[config.mk]
export PLATFORM = sky130hd
export DESIGN_NAME = roff_text_escaper_flat
export DESIGN_NICKNAME = d
export VERILOG_FILES = /design/src/rtl/core/roff_esc_pkg.sv /design/src/rtl/core/roff_esc_if.sv /design/src/rtl/core/roff_esc_front.sv /design/src/rtl/core/roff_esc_fifo.sv /design/src/rtl/core/roff_esc_back.sv /design/src/rtl/core/roff_text_escaper.sv /design/src/flat_wrapper.sv
export SDC_FILE = /design/constraint.sdc
export NUM_CORES = 1
export LEC_CHECK = 0
export ABC_AREA = 1
export BUFFER_PORTS_ARGS = -buffer_cell sky130_fd_sc_hd__buf_4
export CAP_MARGIN = 20
export CORE_MARGIN = 2
export CORE_UTILIZATION = 54
export CTS_CLUSTER_SIZE = 24
export DETAILED_ROUTE_END_ITERATION = 10
export HOLD_SLACK_MARGIN = 0.06
export PLACE_DENSITY = 0.76
export SLEW_MARGIN = 15
export SYNTH_ARGS = -nofsm -noshare
export SYNTH_HDL_FRONTEND = slang
export SYNTH_SLANG_ARGS = --single-unit
export TNS_END_PERCENT = 1
[constraint.sdc]
create_clock -name clk -period 2.15 [get_ports clk]
set_input_delay 0.215 -clock clk [delete_from_list [all_inputs] [get_ports clk]]
set_output_delay 0.215 -clock clk [all_outputs]
set_load 0.03 [all_outputs]
[src/rtl/core/roff_esc_pkg.sv]
package roff_esc_pkg;

  localparam int unsigned ByteW = 8;

  // Configuration register indexes
  localparam logic CFG_SINGLE_LINE = 1'b0;
  localparam logic CFG_LITERAL     = 1'b1;

  // Character codes used by the escaper
  localparam logic [ByteW-1:0] CH_NL    = 8'h0A;
  localparam logic [ByteW-1:0] CH_SPACE = 8'h20;
  localparam logic [ByteW-1:0] CH_DQUOTE = 8'h22;
  localparam logic [ByteW-1:0] CH_AMP   = 8'h26;
  localparam logic [ByteW-1:0] CH_APOS  = 8'h27;
  localparam logic [ByteW-1:0] CH_LPAR  = 8'h28;
  localparam logic [ByteW-1:0] CH_DOT   = 8'h2E;
  localparam logic [ByteW-1:0] CH_BSL   = 8'h5C;
  localparam logic [ByteW-1:0] CH_CARET = 8'h5E;
  localparam logic [ByteW-1:0] CH_BTICK = 8'h60;
  localparam logic [ByteW-1:0] CH_TILDE = 8'h7E;
  localparam logic [ByteW-1:0] CH_A     = 8'h61;
  localparam logic [ByteW-1:0] CH_D     = 8'h64;
  localparam logic [ByteW-1:0] CH_E     = 8'h65;
  localparam logic [ByteW-1:0] CH_G     = 8'h67;
  localparam logic [ByteW-1:0] CH_H     = 8'h68;
  localparam logic [ByteW-1:0] CH_I     = 8'h69;
  localparam logic [ByteW-1:0] CH_Q     = 8'h71;
  localparam logic [ByteW-1:0] CH_T     = 8'h74;

  // Kind of output run for one input byte
  typedef enum logic [1:0] {
    KIND_PLAIN  = 2'd0,  // byte as is
    KIND_BSLASH = 2'd1,  // \e
    KIND_GUARD  = 2'd2,  // \& then byte
    KIND_SEQ    = 2'd3   // \( then two letters
  } kind_t;

  typedef struct packed {
    kind_t            kind;
    logic [ByteW-1:0] ch;
  } desc_t;

  typedef struct packed {
    logic single_line;
    logic literal;
  } cfg_t;

  typedef logic [1:0] run_idx_t;

  // Index of the last byte of a run
  function automatic run_idx_t run_last_idx(kind_t kind);
    run_idx_t res;
    case (kind)
      KIND_PLAIN:  res = 2'd0;
      KIND_BSLASH: res = 2'd1;
      KIND_GUARD:  res = 2'd2;
      KIND_SEQ:    res = 2'd3;
      default:     res = 2'd0;
    endcase
    return res;
  endfunction

  // First and second letters of a named-character escape
  function automatic logic [ByteW-1:0] seq_letter(logic [ByteW-1:0] ch, logic second);
    logic [ByteW-1:0] res;
    case (ch)
      CH_CARET: res = second ? CH_A : CH_H;
      CH_TILDE: res = second ? CH_I : CH_T;
      CH_BTICK: res = second ? CH_A : CH_G;
      default:  res = second ? CH_Q : CH_D;
    endcase
    return res;
  endfunction

  // Byte at position idx of the run for a descriptor
  function automatic logic [ByteW-1:0] run_byte(desc_t d, run_idx_t idx);
    logic [ByteW-1:0] res;
    res = d.ch;
    case (d.kind)
      KIND_PLAIN:  res = d.ch;
      KIND_BSLASH: res = (idx == 2'd0) ? CH_BSL : CH_E;
      KIND_GUARD: begin
        case (idx)
          2'd0:    res = CH_BSL;
          2'd1:    res = CH_AMP;
          default: res = d.ch;
        endcase
      end
      KIND_SEQ: begin
        case (idx)
          2'd0:    res = CH_BSL;
          2'd1:    res = CH_LPAR;
          2'd2:    res = seq_letter(d.ch, 1'b0);
          default: res = seq_letter(d.ch, 1'b1);
        endcase
      end
      default: res = d.ch;
    endcase
    return res;
  endfunction

endpackage

[src/rtl/core/roff_esc_if.sv]
interface roff_esc_in_if;
  logic       valid;
  logic       ready;
  logic [7:0] in_byte;
  logic       call_start;
  logic       prior_newline;

  modport source (output valid, output in_byte, output call_start,
                  output prior_newline, input ready);
  modport sink   (input valid, input in_byte, input call_start,
                  input prior_newline, output ready);
endinterface

interface roff_esc_out_if;
  logic       valid;
  logic       ready;
  logic [7:0] out_byte;
  logic       run_last;

  modport source (output valid, output out_byte, output run_last, input ready);
  modport sink   (input valid, input out_byte, input run_last, output ready);
endinterface

[src/rtl/core/roff_esc_front.sv]
module roff_esc_front (
  input  logic                  clk,
  input  logic                  rst_n,
  input  roff_esc_pkg::cfg_t    cfg,
  input  logic                  in_valid,
  output logic                  in_ready,
  input  logic [7:0]            in_byte,
  input  logic                  call_start,
  input  logic                  prior_newline,
  input  logic                  q_full,
  output logic                  q_push,
  output roff_esc_pkg::desc_t   q_desc
);
  import roff_esc_pkg::*;

  logic  at_line_start_r, at_line_start_nxt;
  logic  skipping_r, skipping_nxt;
  logic  eff_line_start, eff_skip, drop, accept;
  desc_t desc;

  assign in_ready = !q_full;
  assign accept   = in_valid && in_ready;

  // Apply string start before classifying
  assign eff_line_start = call_start ? prior_newline : at_line_start_r;
  assign eff_skip       = call_start ? (!cfg.literal && prior_newline) : skipping_r;
  assign drop = eff_skip && ((in_byte == CH_SPACE) || (in_byte == CH_NL));

  // Classify the byte and compute the next line state
  always_comb begin
    desc.kind         = KIND_PLAIN;
    desc.ch           = in_byte;
    at_line_start_nxt = 1'b0;
    skipping_nxt      = 1'b0;
    if (drop) begin
      at_line_start_nxt = eff_line_start;
      skipping_nxt      = eff_skip;
    end else begin
      case (in_byte) inside
        CH_CARET, CH_TILDE, CH_BTICK, CH_DQUOTE: desc.kind = KIND_SEQ;
        CH_BSL: desc.kind = KIND_BSLASH;
        CH_NL: begin
          desc.ch           = cfg.single_line ? CH_SPACE : CH_NL;
          at_line_start_nxt = !cfg.single_line;
          skipping_nxt      = !cfg.literal;
        end
        CH_DOT, CH_APOS: begin
          if (!cfg.single_line && eff_line_start) begin
            desc.kind = KIND_GUARD;
          end
        end
        default: desc.kind = KIND_PLAIN;
      endcase
    end
  end

  assign q_push = accept && !drop;
  assign q_desc = desc;

  // Hold line state between transactions
  always_ff @(posedge clk) begin
    if (!rst_n) begin
      at_line_start_r <= 1'b0;
      skipping_r      <= 1'b0;
    end else if (accept) begin
      at_line_start_r <= at_line_start_nxt;
      skipping_r      <= skipping_nxt;
    end
  end

endmodule

[src/rtl/core/roff_esc_fifo.sv]
module roff_esc_fifo #(
  parameter int unsigned DEPTH = 4
) (
  input  logic                 clk,
  input  logic                 rst_n,
  input  logic                 push,
  input  roff_esc_pkg::desc_t  push_data,
  output logic                 full,
  input  logic                 pop,
  output roff_esc_pkg::desc_t  pop_data,
  output logic                 empty
);
  import roff_esc_pkg::*;

  localparam int unsigned PtrW = (DEPTH > 1) ? $clog2(DEPTH) : 1;
  localparam int unsigned CntW = $clog2(DEPTH + 1);
  localparam logic [PtrW-1:0] LastPtr = PtrW'(DEPTH - 1);
  localparam logic [CntW-1:0] FullCnt = CntW'(DEPTH);

  desc_t           mem [DEPTH];
  logic [PtrW-1:0] wr_ptr_r, rd_ptr_r;
  logic [CntW-1:0] count_r;
  logic            do_push, do_pop;

  assign full     = (count_r == FullCnt);
  assign empty    = (count_r == '0);
  assign do_push  = push && !full;
  assign do_pop   = pop && !empty;
  assign pop_data = mem[rd_ptr_r];

  // Write storage
  always_ff @(posedge clk) begin
    if (do_push) begin
      mem[wr_ptr_r] <= push_data;
    end
  end

  // Advance pointers and count
  always_ff @(posedge clk) begin
    if (!rst_n) begin
      wr_ptr_r <= '0;
      rd_ptr_r <= '0;
      count_r  <= '0;
    end else begin
      if (do_push) begin
        wr_ptr_r <= (wr_ptr_r == LastPtr) ? '0 : wr_ptr_r + 1'b1;
      end
      if (do_pop) begin
        rd_ptr_r <= (rd_ptr_r == LastPtr) ? '0 : rd_ptr_r + 1'b1;
      end
      if (do_push && !do_pop) begin
        count_r <= count_r + 1'b1;
      end else if (do_pop && !do_push) begin
        count_r <= count_r - 1'b1;
      end
    end
  end

endmodule

[src/rtl/core/roff_esc_back.sv]
module roff_esc_back (
  input  logic                 clk,
  input  logic                 rst_n,
  input  logic                 q_empty,
  input  roff_esc_pkg::desc_t  q_desc,
  output logic                 q_pop,
  output logic                 out_valid,
  input  logic                 out_ready,
  output logic [7:0]           out_byte,
  output logic                 run_last
);
  import roff_esc_pkg::*;

  logic       out_valid_r;
  logic [7:0] out_byte_r;
  logic       run_last_r;
  run_idx_t   idx_r;
  logic       load, emit, last;

  assign load = !out_valid_r || out_ready;
  assign emit = load && !q_empty;
  assign last = (idx_r == run_last_idx(q_desc.kind));
  assign q_pop = emit && last;

  // Step through the run of the head descriptor
  always_ff @(posedge clk) begin
    if (!rst_n) begin
      out_valid_r <= 1'b0;
      idx_r       <= '0;
    end else if (load) begin
      out_valid_r <= !q_empty;
      if (emit) begin
        idx_r <= last ? '0 : idx_r + 1'b1;
      end
    end
  end

  // Load output payload
  always_ff @(posedge clk) begin
    if (emit) begin
      out_byte_r <= run_byte(q_desc, idx_r);
      run_last_r <= last;
    end
  end

  assign out_valid = out_valid_r;
  assign out_byte  = out_byte_r;
  assign run_last  = run_last_r;

endmodule

[src/rtl/core/roff_text_escaper.sv]
// Roff text escaper. Takes one text byte per transaction on in_ch and emits
// a run of one to four bytes on out_ch, the last marked by run_last; bytes
// dropped as leading blanks emit nothing. A plain stream flows at one byte per
// cycle while out_ch.ready stays high; an escaped byte expands to a run of two
// bytes for \e, three for a dot or apostrophe behind the \& guard or four for
// \(xx, sent one byte at a time from the output register. A queue of
// QUEUE_DEPTH classified bytes between the input classifier and the output
// expander absorbs these runs, and in_ch.ready drops only when that queue is
// full. Configuration writes (index 0 single-line mode, index 1 literal
// mode, bit 0 of cfg_wdata) are meant for idle periods and take effect on
// the next accepted byte.
module roff_text_escaper #(
  parameter int unsigned QUEUE_DEPTH = 4
) (
  input  logic                 clk,
  input  logic                 rst_n,
  input  logic                 cfg_we,
  input  logic                 cfg_index,
  input  logic                 cfg_wdata,
  roff_esc_in_if.sink          in_ch,
  roff_esc_out_if.source       out_ch
);
  import roff_esc_pkg::*;

  cfg_t  cfg_r;
  desc_t push_desc, head_desc;
  logic  q_push, q_pop, q_full, q_empty;
  logic  out_first_r;

  // Hold configuration registers
  always_ff @(posedge clk) begin
    if (!rst_n) begin
      cfg_r <= '0;
    end else if (cfg_we) begin
      case (cfg_index)
        CFG_SINGLE_LINE: cfg_r.single_line <= cfg_wdata;
        CFG_LITERAL:     cfg_r.literal     <= cfg_wdata;
        default:         cfg_r             <= cfg_r;
      endcase
    end
  end

  roff_esc_front u_front (
    .clk           (clk),
    .rst_n         (rst_n),
    .cfg           (cfg_r),
    .in_valid      (in_ch.valid),
    .in_ready      (in_ch.ready),
    .in_byte       (in_ch.in_byte),
    .call_start    (in_ch.call_start),
    .prior_newline (in_ch.prior_newline),
    .q_full        (q_full),
    .q_push        (q_push),
    .q_desc        (push_desc)
  );

  roff_esc_fifo #(
    .DEPTH (QUEUE_DEPTH)
  ) u_fifo (
    .clk       (clk),
    .rst_n     (rst_n),
    .push      (q_push),
    .push_data (push_desc),
    .full      (q_full),
    .pop       (q_pop),
    .pop_data  (head_desc),
    .empty     (q_empty)
  );

  roff_esc_back u_back (
    .clk       (clk),
    .rst_n     (rst_n),
    .q_empty   (q_empty),
    .q_desc    (head_desc),
    .q_pop     (q_pop),
    .out_valid (out_ch.valid),
    .out_ready (out_ch.ready),
    .out_byte  (out_ch.out_byte),
    .run_last  (out_ch.run_last)
  );

  // Track whether the next output byte opens a run
  always_ff @(posedge clk) begin
    if (!rst_n) begin
      out_first_r <= 1'b1;
    end else if (out_ch.valid && out_ch.ready) begin
      out_first_r <= out_ch.run_last;
    end
  end

  // A multi-byte run always opens with a backslash
  a_run_opens_escape: assert property (@(posedge clk) disable iff (!rst_n)
    out_ch.valid && out_first_r && !out_ch.run_last |-> out_ch.out_byte == CH_BSL)
    else $error("multi-byte run does not open with backslash");

  // A run continues without a gap once started
  a_run_no_gap: assert property (@(posedge clk) disable iff (!rst_n)
    out_ch.valid && out_ch.ready && !out_ch.run_last |=> out_ch.valid)
    else $error("gap inside an output run");

  // Input stalls only while output is backed up
  a_stall_means_backlog: assert property (@(posedge clk) disable iff (!rst_n)
    !in_ch.ready |-> out_ch.valid)
    else $error("input stalled with no pending output");

endmodule

[src/flat_wrapper.sv]
// flat-port wrapper written by rule: the top's interface ports become plain ports
module roff_text_escaper_flat import roff_esc_pkg::*;
#(
  parameter int unsigned QUEUE_DEPTH = 4
)
  (clk, rst_n, cfg_we, cfg_index, cfg_wdata, in_ch_valid, in_ch_in_byte, in_ch_call_start, in_ch_prior_newline, in_ch_ready, out_ch_valid, out_ch_out_byte, out_ch_run_last, out_ch_ready);
  roff_esc_in_if in_ch_i ();
  roff_esc_out_if out_ch_i ();
  input  logic clk;
  input  logic rst_n;
  input  logic cfg_we;
  input  logic cfg_index;
  input  logic cfg_wdata;
  input wire logic [$bits(in_ch_i.valid)-1:0] in_ch_valid;
  input wire logic [$bits(in_ch_i.in_byte)-1:0] in_ch_in_byte;
  input wire logic [$bits(in_ch_i.call_start)-1:0] in_ch_call_start;
  input wire logic [$bits(in_ch_i.prior_newline)-1:0] in_ch_prior_newline;
  output wire logic [$bits(in_ch_i.ready)-1:0] in_ch_ready;
  output wire logic [$bits(out_ch_i.valid)-1:0] out_ch_valid;
  output wire logic [$bits(out_ch_i.out_byte)-1:0] out_ch_out_byte;
  output wire logic [$bits(out_ch_i.run_last)-1:0] out_ch_run_last;
  input wire logic [$bits(out_ch_i.ready)-1:0] out_ch_ready;
  assign in_ch_i.valid = in_ch_valid;
  assign in_ch_i.in_byte = in_ch_in_byte;
  assign in_ch_i.call_start = in_ch_call_start;
  assign in_ch_i.prior_newline = in_ch_prior_newline;
  assign in_ch_ready = in_ch_i.ready;
  assign out_ch_valid = out_ch_i.valid;
  assign out_ch_out_byte = out_ch_i.out_byte;
  assign out_ch_run_last = out_ch_i.run_last;
  assign out_ch_i.ready = out_ch_ready;
  roff_text_escaper #(.QUEUE_DEPTH(QUEUE_DEPTH)) u_core (.clk(clk), .rst_n(rst_n), .cfg_we(cfg_we), .cfg_index(cfg_index), .cfg_wdata(cfg_wdata), .in_ch(in_ch_i), .out_ch(out_ch_i));
endmodule
==> results_dict.tcl, run 1 <==
set metrics [dict create \
    worstMarginPinSlew_ns 0.951 \
    final_common_cell "nand2_1" \
    hold_start "in_ch_in_byte[4]" \
    port_buffers 27 \
    final_hold_viol_count 0 \
    path_clk_slew_ns 0.07 \
    hp-class "in -> reg" \
    via_per_inst 5.19 \
    period_needed_ns 2.16 \
    p_per_area_nw_per_um2 1290 \
    whs_ns 0.0984 \
    track_usage 0.222 \
    clk_latency_ns 0.34 \
    final_cell_mix "nand2_1 (128), edfxtp_1 (49), buf_4 (48)" \
    finClkSkew_ns 0.00589 \
    max_slew_margin 0.364 \
    yosys_warnings 0 \
    cts_tree "built" \
    wl_per_cell_um 12.9 \
    grt_setup_unrepaired "true" \
    final_util 0.659 \
    critPathArrivalTime_ns 2.40 \
    irDropWorstVdd_mv 0.925 \
    antenna_cells 0 \
    io_pins 28 \
    layout_setup_ws_ns -0.0135 \
    grt_first_pass_wirelength_mm 11.2 \
    synthCells 385 \
    r2r_cells 14 \
    cts_buffers 9 \
    syn_area_sq_um 3330 \
    ys_seq_area_frac 0.538 \
    grt_antenna_before_repair 0 \
    drv_slew 0 \
    die_x_um 82.6 \
    routed_wl_mm 6.63 \
    dieArea_sq_um 6820 \
    slowest_delay_ns 0.41 \
    die_h_um 82.6 \
    drc 0 \
    whs_path_depth 1 \
    post_cts_buffers 0 \
    nNetsFinal 460 \
    row_count 28 \
    grt_pass1_vias 2476 \
    drt_iter0_markers 279 \
    drive_gt1_frac 0.192 \
    setup_viol 1 \
    core_sq_um 5960 \
    ys_async_sr_fraction 0 \
    initial_core_util 0.560 \
    finalCritPeriodShare 1.01 \
    dr.pass1.iters 4 \
    cts_hold_buf 0 \
    syn_nets 413 \
    ys_seq_elements 65 \
    violations "negative setup slack" \
    path_max_fanout 6 \
    crit_path_end_kind "register" \
    root_buffer "clkbuf_8" \
    dpl.hpwl_mm 4.86 \
    place.gp.congestion 0.957 \
    clk_path_buf_depth 2 \
    crit_type "reg -> reg" \
    cap_violations 0 \
    synthFlopType "edfxtp_1" \
    required_ns 2.39 \
    vias 2658 \
    grt_max_degree 17 \
    post_synth_num_cell_types 35 \
    regArea_sq_um 1800 \
    cts.htree.levels 3 \
    syn-mean-instance-area_sq_um 8.66 \
    slowest_stage "fa_1" \
    start_kind "register" \
    fin_setup_tns_ns -0.0135 \
    cp_cell_sequence "inv_2 > nand2_1 > nand3_1 > nand2_2 > xor2_2 > nor2_4 > nand2_4 > ha_1 > inv_1 > fa_1 > a21oi_2 > o21ai_1 > o21ai_1 > a21oi_1" \
    status "complete, but fails checks" \
    cellLeakagePower_nw 1.74 \
    drtAntennaViolNets 0 \
    fillers 491 \
    clock_sinks 65 \
    overflow 0 \
    cp_common_cell "o21ai_1" \
    max_freq_ghz 0.462 \
    syn_to_final_growth_pct 17.7 \
    multiInputGateArea_sq_um 1340 \
    synth-edff-count 49 \
]
-- area by class of cell --
type | count | share of cell area
tap | 75 | 0.0239
inverter | 43 | 0.0415
clock buffer | 14 | 0.0415
timing repair buffer | 48 | 0.0918
clock inverter | 2 | 0.00319
sequential | 65 | 0.458
multi-input combinational | 265 | 0.340
-- logic make-up after synthesis --
logic type      count (synthesis)  share of synthesized area
simple gates                  205                      0.261
flops                          65                      0.538
buf+inv                        55                     0.0687
compound gates                 46                     0.0773
fa+ha+maj                      11                     0.0435
xor+xnor                        3                     0.0124
-- timing repair --
| action | CTS | global route |
|---|---|---|
| setup endpoints to repair | 1 | 32 |
| resized for setup | 2 | 6 |
| pin swaps | 0 | 3 |
-- power breakdown --
group          internal, W  switching (W)
clock             0.000481       0.000442
combinational     0.000843        0.00151
sequential         0.00169       0.000110
-- metrics by stage --
step / cell area [sq um] / instances / total power [W] / worst slack, ns
6_report: 3920 / 512 / 0.00507 / -0.0135
3_3_place_gp: 3720 / 496 / 0.00406 / 0.00259
4_1_cts: 3900 / 512 / 0.00504 / 0.0193
3_5_place_dp: 3720 / 496 / 0.00411 / -0.0584
5_1_grt: 3920 / 512 / 0.00545 / -0.199
2_1_floorplan: 3330 / 385 / 0.00344 / -0.00268
-- path summary, 6_finish.rpt --
check	end	slack, ns
min	u_core.u_fifo.mem[2][4]	0.1
max	u_core.u_fifo.count_r[2]	-0.01
max reg2reg	u_core.u_fifo.count_r[2]	-0.01
min reg2reg	u_core.cfg_r[0]	0.49
-- cell usage after synthesis (2+ instances only) --
master / count / area (sq um)
ha_1: 10 / 125
clkbuf_1: 5 / 18.8
o22ai_1: 2 / 12.5
dfxtp_1: 16 / 320
nand2_4: 2 / 22.5
nand3_2: 2 / 20.0
nor2_1: 30 / 113
edfxtp_1: 49 / 1470
nand2_2: 3 / 18.8
inv_1: 39 / 146
o31ai_1: 2 / 15.0
o21ai_0: 19 / 95.1
nand4_1: 2 / 12.5
buf_2: 2 / 10.0
nand2_1: 128 / 480
inv_2: 2 / 7.51
nor2_2: 2 / 12.5
nand3_1: 32 / 160
buf_4: 5 / 37.5
a21oi_1: 17 / 85.1
xor2_2: 2 / 32.5
-- per-layer routing --
metal | GRT usage | up-vias | wire, um
met3 | 0.0533 | 16 | 324
met5 | 0 | - | 0
met1 | 0.259 | 1211 | 2810
met4 | 0.107 | 0 | 193
met2 | 0.384 | 80 | 3300
li1 | - | 1351 | -
-- registers in the layout, indices dropped and copies added, names as in the netlist, named ones only --
register	count
u_core.u_front.at_line_start_r	1
u_core.u_fifo.wr_ptr_r	2
u_core.u_back.idx_r	2
u_core.u_back.out_byte	8
u_core.u_fifo.count_r	3
u_core.u_fifo.rd_ptr_r	2
u_core.u_front.skipping_r	1
u_core.cfg_r	2
u_core.u_back.run_last	1
u_core.u_fifo.mem	40
u_core.u_back.out_valid	1
-- critical path: cells and delay by family (launching register included) --
kind / cells / cell delay (ns)
simple gates: 5 / 0.35
fa+ha+maj: 2 / 0.57
flops: 1 / 0.37
buf+inv: 2 / 0.15
xor+xnor: 1 / 0.20
compound gates: 4 / 0.42
No activity file was read; power rests on OpenSTA's default activity.
==> run 2, diff against run 1 <==
--- a/config.mk
+++ b/config.mk
@@ -8,13 +8,12 @@
 export ABC_AREA = 1
 export BUFFER_PORTS_ARGS = -buffer_cell sky130_fd_sc_hd__buf_4
 export CAP_MARGIN = 20
-export CORE_MARGIN = 2
-export CORE_UTILIZATION = 54
+export CORE_UTILIZATION = 46
 export CTS_CLUSTER_SIZE = 24
 export DETAILED_ROUTE_END_ITERATION = 10
 export HOLD_SLACK_MARGIN = 0.06
-export PLACE_DENSITY = 0.76
-export SLEW_MARGIN = 15
+export PLACE_DENSITY = 0.66
+export SLEW_MARGIN = 20
 export SYNTH_ARGS = -nofsm -noshare
 export SYNTH_HDL_FRONTEND = slang
 export SYNTH_SLANG_ARGS = --single-unit
==> run 2 against run 1 <==
The flow now finishes without violations. Maximum frequency is 4.5% higher. Global-route usage is 2.8 points lower. Clock power is 5.5% higher. Count of clock-buffer cells in the layout is 3 lower. Largest cell class unchanged.
==> results_dict.tcl, run 2 (synthesis results as in run 1) <==
set metrics [dict create \
    status "completed" \
    regMostFlops "u_core.u_fifo.mem" \
    final_common_cell "nand2_1" \
    instances_no_fill 538 \
    placed_area_sq_um 3780 \
    drv_slew 0 \
    drc 0 \
    min_to "u_core.u_fifo.mem[1][4]" \
    cts_tree "built" \
    clk_latency_ns 0.34 \
    overflow 0 \
    hp-class "in -> reg" \
    via_per_inst 4.84 \
    dp.cells 522 \
    dieArea_sq_um 7590 \
    grt_most_used_layer "met2" \
    grt_first_pass_wirelength_mm 10.9 \
    critPathArrivalTime_ns 2.02 \
    period_needed_ns 2.07 \
    cts_hold_buf 0 \
    setup_viol 0 \
    place.gp.congestion 0.885 \
    cts_buffers 9 \
    required_ns 2.10 \
    vias 2602 \
    dpl.hpwl_mm 4.77 \
    syn_to_final_growth_pct 20.2 \
    max_slew_margin 0.302 \
    path_max_fanout 10 \
    track_usage 0.194 \
    clock_sinks 65 \
    max_freq_ghz 0.483 \
    start_kind "register" \
    design_area_sq_um 4010 \
    final_cell_mix "nand2_1 (128), buf_4 (53), edfxtp_1 (49)" \
    nNetsFinal 465 \
    slowest_delay_ns 0.80 \
    crit_path_end_kind "register" \
    r2r_end "u_core.u_fifo.mem[3][1]" \
    irDropWorstVdd_mv 0.744 \
    grt_max_degree 17 \
    dr.pass1.iters 4 \
    finalCritPeriodShare 0.963 \
    routed_wl_mm 6.51 \
    drtAntennaViolNets 0 \
    met2_usage 0.322 \
    cp_cell_sequence "inv_1 > nand3_1 > nand2_1 > inv_1 > nand2_2 > nor2_1" \
    r2r_setup_slack_ns 0.08 \
    hold_start "in_ch_in_byte[4]" \
    grt_util_met3 0.0398 \
    use_met1 0.236 \
    antenna_cells 0 \
    worstMarginPinSlew_ns 1.04 \
    path_clk_slew_ns 0.08 \
    clk_path_buf_depth 2 \
    cellLeakagePower_nw 1.78 \
    crit_type "reg -> reg" \
    post_cts_buffers 0 \
    die_x_um 87.1 \
    cap_violations 0 \
    grt_pass1_vias 2510 \
    r2r_start "u_core.u_fifo.count_r[1]" \
    grt_antenna_before_repair 0 \
    root_buffer "clkbuf_8" \
    cp_common_cell "inv_1" \
    largest_register_ffs 40 \
    whs_path_depth 1 \
    final_hold_viol_count 0 \
    slowest_stage "nor2_1" \
    p_per_area_nw_per_um2 1280 \
    drive_gt1_frac 0.206 \
    io_pins 28 \
    row_count 30 \
    finClkSkew_ns 0.0147 \
    grt_setup_unrepaired "true" \
    port_buffers 27 \
    cts.htree.levels 3 \
    r2r_cells 6 \
    die_h_um 87.1 \
    core_sq_um 6910 \
    drt_iter0_markers 89 \
    initial_core_util 0.483 \
    wl_per_cell_um 12.1 \
]
-- run 2: cell types whose count changed in the layout (fill, tap and decap cells not counted), sizes merged --
| cell | before | now |
|---|---|---|
| buf | 48 | 53 |
| clkbuf | 14 | 11 |
| clkinv | 3 | 6 |
| clkinvlp | 1 | 0 |
| inv | 41 | 42 |
-- run 2: critical path, delay by kind of cell (launching register included) --
kind / cells / cell delay, ns
simple gates: 4 / 1.11
buf+inv: 2 / 0.20
flops: 1 / 0.37
-- run 2: what timing repair did --
item,4_1_cts,5_1_grt
setup endpoints to repair,1,23
pin swaps,0,2
hold endpoints to repair,0,0
resized for setup,2,8
-- run 2: area by class of cell --
| cell class | instances | area (sq um) |
|---|---|---|
| flip-flops and latches | 65 | 1800 |
| inverters | 43 | 165 |
| repair buffers | 53 | 398 |
| clock inverters | 5 | 37.5 |
| fillers | 611 | 2900 |
| well taps | 96 | 120 |
| clock buffers | 11 | 153 |
| multi-input cells | 265 | 1340 |
-- run 2: power breakdown --
part,internal [W],switching [W]
Sequential,0.00169,0.000112
Combinational,0.000860,0.00149
Clock,0.000493,0.000481
Total,0.00305,0.00208
-- run 2: stage by stage --
stage / total power, W / TNS (ns) / setup slack (ns) / util / hold WS, ns
detailed placement: 0.00411 / -0.0988 / -0.0753 / 0.548 / 0.442
finish: 0.00513 / 0 / 0.0793 / 0.580 / 0.0997
global route: 0.00554 / -1.52 / -0.0834 / 0.580 / 0.0857
CTS: 0.00509 / 0 / 0.0112 / 0.576 / 0.0812
floorplan: 0.00344 / -0.00268 / -0.00268 / - / 0.342
global placement: 0.00407 / -0.0464 / -0.0309 / 0.548 / 0.438
-- run 2: per-layer routing --
layer | vias up | wire length, um
met5 | - | 0
met2 | 64 | 3230
met1 | 1165 | 2900
li1 | 1361 | -
met3 | 12 | 243
met4 | 0 | 146
-- run 2: worst max-delay path by stage --
stage / startpoint / endpoint / slack, ns
after floorplan: u_core.u_back.out_valid / u_core.u_fifo.count_r[1] / -0.003
after global placement: in_ch_in_byte[1] / u_core.u_fifo.count_r[1] / -0.03
after detailed placement: register / u_core.u_fifo.count_r[2] / -0.08
after CTS: register / u_core.u_fifo.count_r[2] / 0.01
after global routing: u_core.u_fifo.count_r[1] / u_core.u_fifo.mem[3][1] / -0.08
final: u_core.u_fifo.count_r[1] / u_core.u_fifo.mem[3][1] / 0.08
==> run 3, diff against run 2 <==
--- a/config.mk
+++ b/config.mk
@@ -6,13 +6,12 @@
 export NUM_CORES = 1
 export LEC_CHECK = 0
 export ABC_AREA = 1
-export BUFFER_PORTS_ARGS = -buffer_cell sky130_fd_sc_hd__buf_4
+export BUFFER_PORTS_ARGS = -buffer_cell sky130_fd_sc_hd__buf_2
 export CAP_MARGIN = 20
 export CORE_UTILIZATION = 46
 export CTS_CLUSTER_SIZE = 24
 export DETAILED_ROUTE_END_ITERATION = 10
 export HOLD_SLACK_MARGIN = 0.06
-export PLACE_DENSITY = 0.66
 export SLEW_MARGIN = 20
 export SYNTH_ARGS = -nofsm -noshare
 export SYNTH_HDL_FRONTEND = slang
==> constraint.sdc (replaced) <==
create_clock -name clk -period 2.6 [get_ports clk]
set_input_delay 0.26 -clock clk [delete_from_list [all_inputs] [get_ports clk]]
set_output_delay 0.26 -clock clk [all_outputs]
set_load 0.03 [all_outputs]
==> run 3 against run 2 <==
Combinational power shrank 26%. Register-to-register slack gained 0.22 ns. Maximum frequency shrank 10%. Highest routed layer unchanged. Sequential cell count is the same. Final cell count shrank 3.7%. Largest cell class unchanged. Via count shrank 1.7%. Largest power group unchanged. First-iteration DRC count grew 63%. Global-route usage grew 0.30 points. Sequential power shrank 18%.
==> results_dict.tcl, run 3 (synthesis results as in run 1) <==
set metrics [dict create \
    path_max_fanout 8 \
    cts_buffers 9 \
    drc 0 \
    wl_per_cell_um 12.9 \
    status "completed" \
    grt_pass1_vias 2401 \
    place.gp.congestion 0.959 \
    die_x_um 87.1 \
    via_per_inst 4.94 \
    worstMarginPinSlew_ns 1.00 \
    hp-class "in -> reg" \
    final_common_cell "nand2_1" \
    finalCritPeriodShare 0.886 \
    placed_area_sq_um 3570 \
    dpl.hpwl_mm 4.83 \
    ctsResizeCount 0 \
    use_met1 0.246 \
    r2r_cells 14 \
    dr.pass1.iters 4 \
    die_h_um 87.1 \
    io_pins 28 \
    period_needed_ns 2.30 \
    initial_core_util 0.483 \
    clk_path_buf_depth 2 \
    required_ns 2.82 \
    r2r_end "u_core.u_fifo.count_r[2]" \
    root_buffer "clkbuf_8" \
    drv_slew 0 \
    routed_wl_mm 6.70 \
    core_sq_um 6910 \
    crit_type "reg -> reg" \
    fillers 664 \
    row_count 30 \
    finClkSkew_ns 0.0119 \
    whs_path_depth 1 \
    critPathArrivalTime_ns 2.53 \
    overflow 0 \
    clk_latency_ns 0.33 \
    cellLeakagePower_nw 1.65 \
    start_kind "register" \
    nNetsFinal 445 \
    grt_first_pass_wirelength_mm 11.2 \
    track_usage 0.197 \
    grt_setup_unrepaired "false" \
    grt_antenna_before_repair 0 \
    cts.htree.levels 3 \
    design_area_sq_um 3730 \
    slowest_stage "dfxtp_1" \
    drt_iter0_markers 145 \
    final_util 0.540 \
    r2r_setup_slack_ns 0.30 \
    drive_gt1_frac 0.149 \
    antenna_cells 0 \
    irDropWorstVdd_mv 0.592 \
    clock_sinks 65 \
    vias 2557 \
    final_hold_viol_count 0 \
    cts_tree "built" \
    cts_hold_buf 0 \
    grt_util_met3 0.0417 \
    regMostFlops "u_core.u_fifo.mem" \
    drtAntennaViolNets 0 \
    max_slew_margin 0.330 \
    final_cell_mix "nand2_1 (128), edfxtp_1 (49), inv_1 (39)" \
    whs_ns 0.159 \
    path_depth 14 \
    design_power_total_w 0.00397 \
    syn_to_final_growth_pct 12.0 \
    max_freq_ghz 0.434 \
    dieArea_sq_um 7590 \
    setup_viol 0 \
    cp_cell_sequence "inv_2 > nand2_1 > nand3_2 > nand2_4 > xor2_2 > nor2_4 > nand2_4 > ha_1 > inv_1 > fa_1 > a21oi_1 > o21ai_0 > o21ai_0 > a21oi_1" \
    cp_num_buf_inv 2 \
    grt_max_degree 17 \
    critical-path-top-delay-family "adder cells" \
    post_cts_buffers 0 \
    largest_register_ffs 40 \
    met2_usage 0.327 \
    port_buffers 27 \
    grt_most_used_layer "met2" \
    p_per_area_nw_per_um2 1060 \
    cap_violations 0 \
    path_clk_slew_ns 0.07 \
    fin_setup_tns_ns 0 \
    slowest_delay_ns 0.43 \
    endpoint "u_core.u_fifo.count_r[2]" \
    crit_path_end_kind "register" \
]
## run 3: cell types whose count changed in the layout (fill, tap and decap cells not counted), moves of 2 or more
cell | previous run | this run
buf_4 | 53 | 6
buf_2 | 0 | 27
clkinv_4 | 3 | 0
o21ai_0 | 16 | 19
clkbuf_1 | 1 | 3
dfxtp_1 | 14 | 16
o21ai_2 | 2 | 0
## run 3: power breakdown
part	switching (W)	total, W	internal (W)
Clock	0.000368	0.000739	0.000371
Sequential	0.0000939	0.00149	0.00140
Combinational	0.00119	0.00174	0.000549
Total	0.00165	0.00397	0.00231
## run 3: worst min-delay path by stage
stage | end | slack [ns] | startpoint
after floorplan | u_core.u_back.idx_r[1] | 0.39 | rst_n
after global placement | u_core.u_fifo.rd_ptr_r[1] | 0.48 | u_core.u_fifo.rd_ptr_r[1]
after detailed placement | u_core.u_fifo.rd_ptr_r[1] | 0.48 | u_core.u_fifo.rd_ptr_r[1]
after CTS | u_core.u_fifo.mem[1][6] | 0.14 | in_ch_in_byte[6]
after global routing | u_core.u_fifo.mem[3][6] | 0.15 | in_ch_in_byte[6]
final | u_core.u_fifo.mem[3][6] | 0.16 | in_ch_in_byte[6]
## run 3: through the flow
stage,instances,setup WS [ns]
floorplan,385,0.420
global placement,502,0.281
detailed placement,502,0.192
CTS,518,0.271
global route,518,0.00438
finish,518,0.298
## run 3: per-layer routing
layer | wire (um) | part of all wire
met1 | 3130 | 0.47
met2 | 3170 | 0.47
met3 | 254 | 0.038
met4 | 143 | 0.021
met5 | 0 | 0
## run 3: worst reg2reg max path, stage by stage (launching register included)
cell     delay [ns]
dfxtp_1        0.43
inv_2          0.09
nand2_1        0.08
nand3_2        0.08
nand2_4        0.13
xor2_2         0.19
nor2_4         0.08
nand2_4        0.08
ha_1           0.14
inv_1          0.06
fa_1           0.37
a21oi_1        0.14
o21ai_0        0.11
o21ai_0        0.16
a21oi_1        0.05
## run 3: cell type report
class	count	area, sq um	area share
multi-input cells	265	1310	0.352
well taps	96	120	0.0322
clock buffers	13	149	0.0399
repair buffers	33	180	0.0483
flip-flops and latches	65	1790	0.480
inverters	43	163	0.0436
clock inverters	3	16.3	0.00436
